[src/sabtb_pkg.sv]
// sabtb_pkg: shared types and constants of the set-associative branch target buffer
// used by the controller, the datapath and the top level

package sabtb_pkg;

  // width of the global aging stamp kept per entry
  localparam int STAMP_BITS = 64;

  // configuration register indexes
  localparam logic [0:0] CFG_HIT_AGE_STEP = 1'd0;
  localparam logic [0:0] CFG_MISS_PENALTY = 1'd1;

  // reset values of the configuration registers
  localparam logic [7:0] HIT_AGE_STEP_RST = 8'd1;
  localparam logic [7:0] MISS_PENALTY_RST = 8'd8;

  // branch type codes that count as non-conditional
  localparam logic [2:0] BR_UNCOND  = 3'd1;
  localparam logic [2:0] BR_SYSCALL = 3'd4;

  // one way of a set as held in the set memory
  typedef struct packed {
    logic                  valid;
    logic [31:0]           tag;
    logic [31:0]           target;
    logic                  cls;
    logic [STAMP_BITS-1:0] stamp;
  } sabtb_entry_t;

  localparam int ENTRY_W = $bits(sabtb_entry_t);

  // controller to datapath commands
  typedef struct packed {
    logic load_in;
    logic clear_en;
    logic rd_en;
    logic commit;
  } sabtb_cmd_t;

  // datapath to controller status
  typedef struct packed {
    logic clear_last;
    logic out_free;
  } sabtb_sts_t;

endpackage

[src/sabtb_ctrl.sv]
// sabtb_ctrl: sequencer of the branch target buffer (clear pass, set lookup, write back)
// depends on sabtb_pkg for the command and status structs

module sabtb_ctrl (
  input  logic                  clk,
  input  logic                  rst_n,
  input  logic                  in_valid,
  output logic                  in_stall,
  output sabtb_pkg::sabtb_cmd_t cmd,
  input  sabtb_pkg::sabtb_sts_t sts
);

  import sabtb_pkg::*;

  typedef enum logic [2:0] {
    ST_CLEAR,
    ST_IDLE,
    ST_MUL1,
    ST_MUL2,
    ST_READ,
    ST_LOOK
  } state_t;

  state_t state_r;
  state_t state_nxt;

  // next state
  always_comb begin
    state_nxt = state_r;
    case (state_r)
      ST_CLEAR: if (sts.clear_last) state_nxt = ST_IDLE;
      ST_IDLE:  if (in_valid) state_nxt = ST_MUL1;
      ST_MUL1:  state_nxt = ST_MUL2;
      ST_MUL2:  state_nxt = ST_READ;
      ST_READ:  state_nxt = ST_LOOK;
      ST_LOOK:  if (sts.out_free) state_nxt = ST_IDLE;
      default:  state_nxt = ST_IDLE;
    endcase
  end

  // state register
  always_ff @(posedge clk) begin
    if (!rst_n) begin
      state_r <= ST_CLEAR;
    end else begin
      state_r <= state_nxt;
    end
  end

  // commands decoded from the state
  always_comb begin
    cmd          = '0;
    cmd.load_in  = (state_r == ST_IDLE) && in_valid;
    cmd.clear_en = (state_r == ST_CLEAR);
    cmd.rd_en    = (state_r == ST_READ);
    cmd.commit   = (state_r == ST_LOOK) && sts.out_free;
  end

  assign in_stall = (state_r != ST_IDLE);

endmodule

[config.mk]
export PLATFORM = sky130hd
export DESIGN_NAME = sabtb_ctrl
export DESIGN_NICKNAME = d
export VERILOG_FILES = /design/src/sabtb_pkg.sv /design/src/sabtb_ctrl.sv
export SDC_FILE = /design/constraint.sdc
export NUM_CORES = 1
export LEC_CHECK = 0
export BUFFER_PORTS_ARGS = -buffer_cell sky130_fd_sc_hd__clkbuf_2
export CAP_MARGIN = 0
export CORE_AREA = 2 2 39 41
export DETAILED_ROUTE_END_ITERATION = 16
export DIE_AREA = 0 0 41 43
export PLACE_DENSITY = 0.4
export SETUP_SLACK_MARGIN = 0.4
export SLEW_MARGIN = 20
export SYNTH_ARGS = -nofsm -noshare
export SYNTH_HDL_FRONTEND = slang
export SYNTH_SLANG_ARGS = --single-unit
[constraint.sdc]
create_clock -name clk -period 2.15 [get_ports clk]
set_clock_uncertainty 0.1 [all_clocks]
set_input_delay 0.3225 -clock clk [delete_from_list [all_inputs] [get_ports clk]]
set_output_delay 0.3225 -clock clk [all_outputs]
set_load 0.02 [all_outputs]
==> impl_metrics.csv, run 1 <==
group,metric,value,unit
run_status,status,"complete, no violations",
clock_network,cts_setup_buffers,0,
final_layout,final_cells,50,
pwr,vdd_drop_max,169,uV
final_layout,syn2layout_area_growth,46.9,%
worst_setup_path,rr_endpoint,"state_r[1]$_SDFFE_PN0P_",
global_routing,grt_remaining_overflow,0,
global_routing,grt_pass1_vias,161,
pwr,finalPower,207,uW
hold_path,hold_depth,3,
worst_setup_path,worst_setup_path_start_kind,"flop",
route,antenna_left,0,
route,routedWlPerCell,8.62,um
synth,synth_cells,22,
final_layout,final_cell_mix,"9 x clkbuf_2, 3 x nor2_1, 3 x clkbuf_4, 3 x dfxtp_1, 2 x nand3b_1",
worst_setup_path,cp_max_fo,8,
worst_setup_path,crit_path_cell_trace,"and2b_4 -> nand2b_1 -> nor2_1 -> clkbuf_2",
clock_network,holdBufCountCts,0,
placed_design,routabilityCongestion,0.563,
final_layout,n_antenna_cell,0,
clock_network,clock_path_buffers,2,
floorplan,start_util,13.3,%
clock_network,h-tree-depth,1,
pwr,leakagePower,0.125,nW
timing,fmax,0.607,GHz
timing,grt_setup_unrepaired,"false",
placed_design,place_inst,46,
worst_setup_path,path_class,"flop to primary output",
clock_network,clock-root-buffer,"clkbuf_4",
worst_setup_path,slowest_delay,460,ps
synth,synth.top_cell.area_share,32.7,%
global_routing,grt_max_degree,10,
clock_network,worstSkewPairLatency,230,ps
final_layout,top_regs,"state_r x3",
floorplan,die_x,41,um
timing,tightestPinTransition,293,ps
timing,period_share,76.6,%
floorplan,die_area,1760,sq um
timing,slew_headroom,80.4,%
synth,synth_cell_types,17,
timing,setup_violations,0,
global_routing,antenna_found_initial,0,
worst_setup_path,reg2regPathDepth,3,
synth,avgSynthCellArea,8.36,sq um
synth,synth_area_leader_cell,"dfxtp_1",
final_layout,regMostFlops,"state_r",
global_routing,grt_pass1_wl,710,um
synth,ys_top_cells_by_area,"dfxtp_1 33%, nand3b_1 8.2%, nor3b_2 6.8%",
synth,synth_warnings,0,
synth,syn_nets,27,
synth,synth_seq_cells,3,
synth,netlist_area,184,sq um
worst_setup_path,cp-end-kind,"primary output",
floorplan,row_count,14,
final_layout,nFillCells,155,
final_layout,layout_commonest_cell,"clkbuf_2",
job,max_cap_violations,0,
pwr,powerDensity,765,nW/um^2
route,vias,196,
final_layout,drive_gt1_share,44.1,%
floorplan,io_pins,10,
hold_path,min-delay-start,"rst_n",
floorplan,die-height,43,um
clock_network,path_clk_slew,40,ps
hold_path,hold_class,"input port to flop",
timing,slew_violations,0,
route,drc,0,
clock_network,cts_resized,0,
timing,tns,0,ps
worst_setup_path,cp_num_buf_inv,1,
floorplan,core,1380,sq um
final_layout,fin_nets,40,
global_routing,track_usage,5.91,%
worst_setup_path,slowest_stage,"dfxtp_1",
worst_setup_path,worstReg2RegStart,"state_r[1]$_SDFFE_PN0P_",
route,viasPerCell,3.92,
route,drt_iter0_drc,1,
timing,fin_crit,1650,ps
hold_path,worstHoldEndpoint,"state_r[0]$_SDFFE_PN0P_",
final_layout,largest_register_ffs,3,
route,dr.pass1.iters,2,
worst_setup_path,regToRegSetupSlack,1080,ps
worst_setup_path,crit_arrival,1220,ps
clock_network,cts_tree,"done",
timing,hold_viol,0,
worst_setup_path,crit_family,"flip-flops",
clock_network,cts_made_buffers,3,
clock_network,cts.sinks,3,
worst_setup_path,worstPathRequired,1730,ps
placed_design,io_buffer_count,9,
synth,synth_seq_area_share,32.7,%
route,routed_wirelength,431,um
## layout make-up
cell class                 count  area, sq um  area share, %
tap                           16         20.0           7.41
sequential                     3         60.1           22.2
clock buffer                   4         26.3           9.72
inverter                       1         3.75           1.39
timing repair buffer           9         45.0           16.7
multi-input combinational     17          115           42.6
## tightest hold or removal path, stage by stage
cell	delay, ps
clkbuf_2	90
o41ai_1	50
nor2_1	40
## cell usage after synthesis, drive strengths merged
cell,n
buf,1
nand3b,2
and3,1
a21boi,1
a21oi,1
nor2,3
o21ai,1
inv,1
nor3,1
o41ai,1
and2b,2
nand2,1
nor3b,2
dfxtp,3
nand2b,1
## routing by layer
metal  routed length [um]  global-route usage (%)  vias to the layer above
li1                     -                       -                      100
met1                  250                    10.5                       84
met2                  120                    5.00                       12
met3                   59                    3.66                        0
met4                    0                    2.00                        0
met5                    0                       0                        -
## power breakdown
group	switching (mW)	internal, mW	total [mW]
registers	0.00786	0.0600	0.0679
logic	0.0219	0.0189	0.0408
clock network	0.0286	0.0695	0.0981
## worst max-delay path by stage
| stage | start | to | slack [ps] | cells after the start |
|---|---|---|---|---|
| CTS | state_r[0]$_SDFFE_PN0P_ | cmd[3] | 500 | 4 |
| floorplan | state_r[1]$_SDFFE_PN0P_ | cmd[3] | 640 | 3 |
| global placement | state_r[0]$_SDFFE_PN0P_ | cmd[3] | 740 | 4 |
| global route | state_r[0]$_SDFFE_PN0P_ | cmd[3] | 420 | 4 |
| finish | state_r[0]$_SDFFE_PN0P_ | cmd[3] | 500 | 4 |
| detailed placement | state_r[1]$_SDFFE_PN0P_ | cmd[0] | 770 | 3 |
## cell families after synthesis
family / Yosys count / synth area share [%]
buffers and inverters: 2 / 4.76
flip-flops: 3 / 32.7
AO/OA/AOI/OAI: 4 / 16.3
AND/OR/NAND/NOR: 13 / 46.3
## per-stage QoR
stage	worst slack (ps)	cell area, sq um	hold slack, ps	utilization, %
2_1_floorplan	645	184	343	-
5_1_grt	419	270	232	19.5
6_report	503	270	224	19.5
4_1_cts	504	270	218	19.5
3_3_place_gp	736	244	461	17.6
3_5_place_dp	767	244	465	17.6
No activity file was read; power rests on OpenSTA's default activity.
==> run 2, diff against run 1 <==
--- a/config.mk
+++ b/config.mk
@@ -5,12 +5,13 @@
 export SDC_FILE = /design/constraint.sdc
 export NUM_CORES = 1
 export LEC_CHECK = 0
+export ABC_AREA = 1
 export BUFFER_PORTS_ARGS = -buffer_cell sky130_fd_sc_hd__clkbuf_2
 export CAP_MARGIN = 0
 export CORE_AREA = 2 2 39 41
 export DETAILED_ROUTE_END_ITERATION = 16
 export DIE_AREA = 0 0 41 43
-export PLACE_DENSITY = 0.4
+export PLACE_DENSITY = 0.42
 export SETUP_SLACK_MARGIN = 0.4
 export SLEW_MARGIN = 20
 export SYNTH_ARGS = -nofsm -noshare
==> constraint.sdc (replaced) <==
create_clock -name clk -period 1.4 [get_ports clk]
set_clock_uncertainty 0.1 [all_clocks]
set_input_delay 0.21 -clock clk [delete_from_list [all_inputs] [get_ports clk]]
set_output_delay 0.21 -clock clk [all_outputs]
set_load 0.02 [all_outputs]
==> run 2 against run 1 <==
Against the previous run:
- sequential share of layout area down 6.3 points
- clock-buffer cell count is the same
- critical path depth down 1
- via count rose by 34%
- hold slack lost 110 ps
- flip-flop and latch count stayed put
- register-to-register slack got worse by 790 ps
- sequential power is 68% higher
- wire length rose by 24%
- first-iteration DRC count is the same
- critical endpoint is now cmd[0]
- largest power group is now combinational logic
- highest routed layer unchanged
==> impl_metrics.csv, run 2 <==
group,metric,value,unit
placed_design,place_inst,59,
synth,synth_edf_count,0,
global_routing,antenna_found_initial,0,
route,vias,262,
worst_setup_path,cp_max_fo,5,
synth,ys_top_cells_by_area,"dfxtp_1 29%, inv_1 18%, nand2_1 13%",
clock_network,clock_path_buffers,2,
clock_network,worstSkewPairLatency,230,ps
timing,setup_violations,0,
route,drt_iter0_drc,1,
clock_network,h-tree-depth,1,
floorplan,row_count,14,
global_routing,track_usage,8.12,%
pwr,leakagePower,0.206,nW
synth,synth_seq_cells,3,
timing,period_share,94.5,%
clock_network,cts_tree,"done",
final_layout,n_antenna_cell,0,
timing,tns,0,ps
clock_network,cts.sinks,3,
pwr,vdd_drop_max,422,uV
clock_network,path_clk_slew,40,ps
floorplan,core,1380,sq um
final_layout,regMostFlops,"state_r",
route,dr.pass1.iters,2,
clock_network,clock-root-buffer,"clkbuf_4",
synth,synthFlopType,"dfxtp_1",
timing,fmax,0.756,GHz
synth,synth_warnings,0,
run_status,status,"complete, no violations",
worst_setup_path,worstPathRequired,1090,ps
placed_design,hpwl,373,um
synth,synth_common_cells,"10 x inv_1, 7 x nand2_1, 4 x nor2_1",
floorplan,die_area,1760,sq um
route,viasPerCell,3.91,
timing,slew_violations,0,
placed_design,routabilityCongestion,0.615,
worst_setup_path,worst_setup_path_start_kind,"flop",
placed_design,io_buffer_count,9,
synth,synth.top_cell.area_share,29.4,%
final_layout,largest_register_ffs,3,
final_layout,final_cell_mix,"7 x inv_1, 4 x nor2_4, 4 x nand2_1, 4 x clkbuf_4, 4 x clkbuf_2",
synth,synth_cell_types,9,
final_layout,fin_nets,57,
job,max_cap_violations,0,
final_layout,top_regs,"state_r x3",
synth,async_flop_share,0,%
synth,avgSynthCellArea,6.00,sq um
synth,syn_nets,39,
final_layout,final_cells,67,
route,routedWlPerCell,7.96,um
synth,synth_area_leader_cell,"dfxtp_1",
clock_network,holdBufCountCts,0,
synth,synth_seq_area_share,29.4,%
floorplan,start_util,14.7,%
hold_path,hold_class,"input port to flop",
timing,fin_crit,1320,ps
pwr,powerDensity,970,nW/um^2
route,routed_wirelength,533,um
floorplan,die_x,41,um
route,drc,0,
synth,synth.most_common_cell,"inv_1",
worst_setup_path,cp-end-kind,"primary output",
synth,netlist_area,204,sq um
worst_setup_path,path_class,"flop to primary output",
timing,grt_setup_unrepaired,"true",
clock_network,cts_made_buffers,3,
route,antenna_left,0,
global_routing,grt_remaining_overflow,0,
floorplan,io_pins,10,
timing,slew_headroom,91.6,%
timing,hold_viol,0,
global_routing,grt_max_degree,7,
timing,tightestPinTransition,125,ps
final_layout,drive_gt1_share,68.6,%
worst_setup_path,crit_arrival,1010,ps
final_layout,layout_commonest_cell,"inv_1",
global_routing,grt_pass1_vias,243,
synth,synth_cells,34,
floorplan,die-height,43,um
global_routing,grt_pass1_wl,910,um
final_layout,syn2layout_area_growth,120,%
## run 2: metal layers
layer	share of wire, %	vias up	wire length [um]	global-route usage (%)
li1	-	138	-	-
met1	45	116	242	8.33
met2	50	8	269	11.6
met3	3.9	0	21	7.85
met4	0	0	0	2.00
met5	0	-	0	0
## run 2: cells by family after synthesis
family	share of synthesized area, %
and+or+nand+nor	49.1
buffers and inverters	18.4
DFF	29.4
AOI/OAI and AO/OA	3.07
## run 2: critical path, stage by stage, from the launching register on
cell and delay [ps]:
dfxtp_4 390, nand2_1 110, nor3_4 120, clkbuf_8 160
## run 2: worst paths after layout
path,start,end,slack [ps],cells after the start
setup reg to reg,state_r[0]$_SDFFE_PN0P_,state_r[2]$_SDFFE_PN0P_,290,5
hold / removal,rst_n,state_r[0]$_SDFFE_PN0P_,110,3
setup / recovery,state_r[2]$_SDFFE_PN0P_,cmd[0],80,3
hold reg to reg,state_r[0]$_SDFFE_PN0P_,state_r[1]$_SDFFE_PN0P_,490,3
## run 2: timing repair
action	4_1_cts	5_1_grt
gates resized for setup	15	10
buffers inserted	3	1
pin swaps	4	2
cloned	0	0
setup endpoints to repair	8	8
## run 2: report_power, final
| part | switching (mW) | internal, mW |
|---|---|---|
| combinational | 0.0897 | 0.0822 |
| sequential | 0.0180 | 0.0958 |
| clock | 0.0423 | 0.107 |
| total | 0.150 | 0.285 |
## run 2: cell type report
cell class | count | area (sq um)
flip-flops and latches | 3 | 71.3
well taps | 16 | 20.0
multi-input cells | 21 | 173
fillers | 155 | 936
clock buffers | 4 | 26.3
repair buffers | 13 | 120
inverters | 10 | 37.5
## run 2: metrics by stage
stage	cell area [sq um]	setup slack, ps	hold WS [ps]	utilization (%)	power, mW
floorplan	245	304	235	-	0.208
global placement	310	164	351	22.4	0.239
detailed placement	310	151	352	22.4	0.238
CTS	407	49.6	105	29.4	0.426
global route	448	2.69	98.2	32.4	0.480
finish	448	77.2	114	32.4	0.435
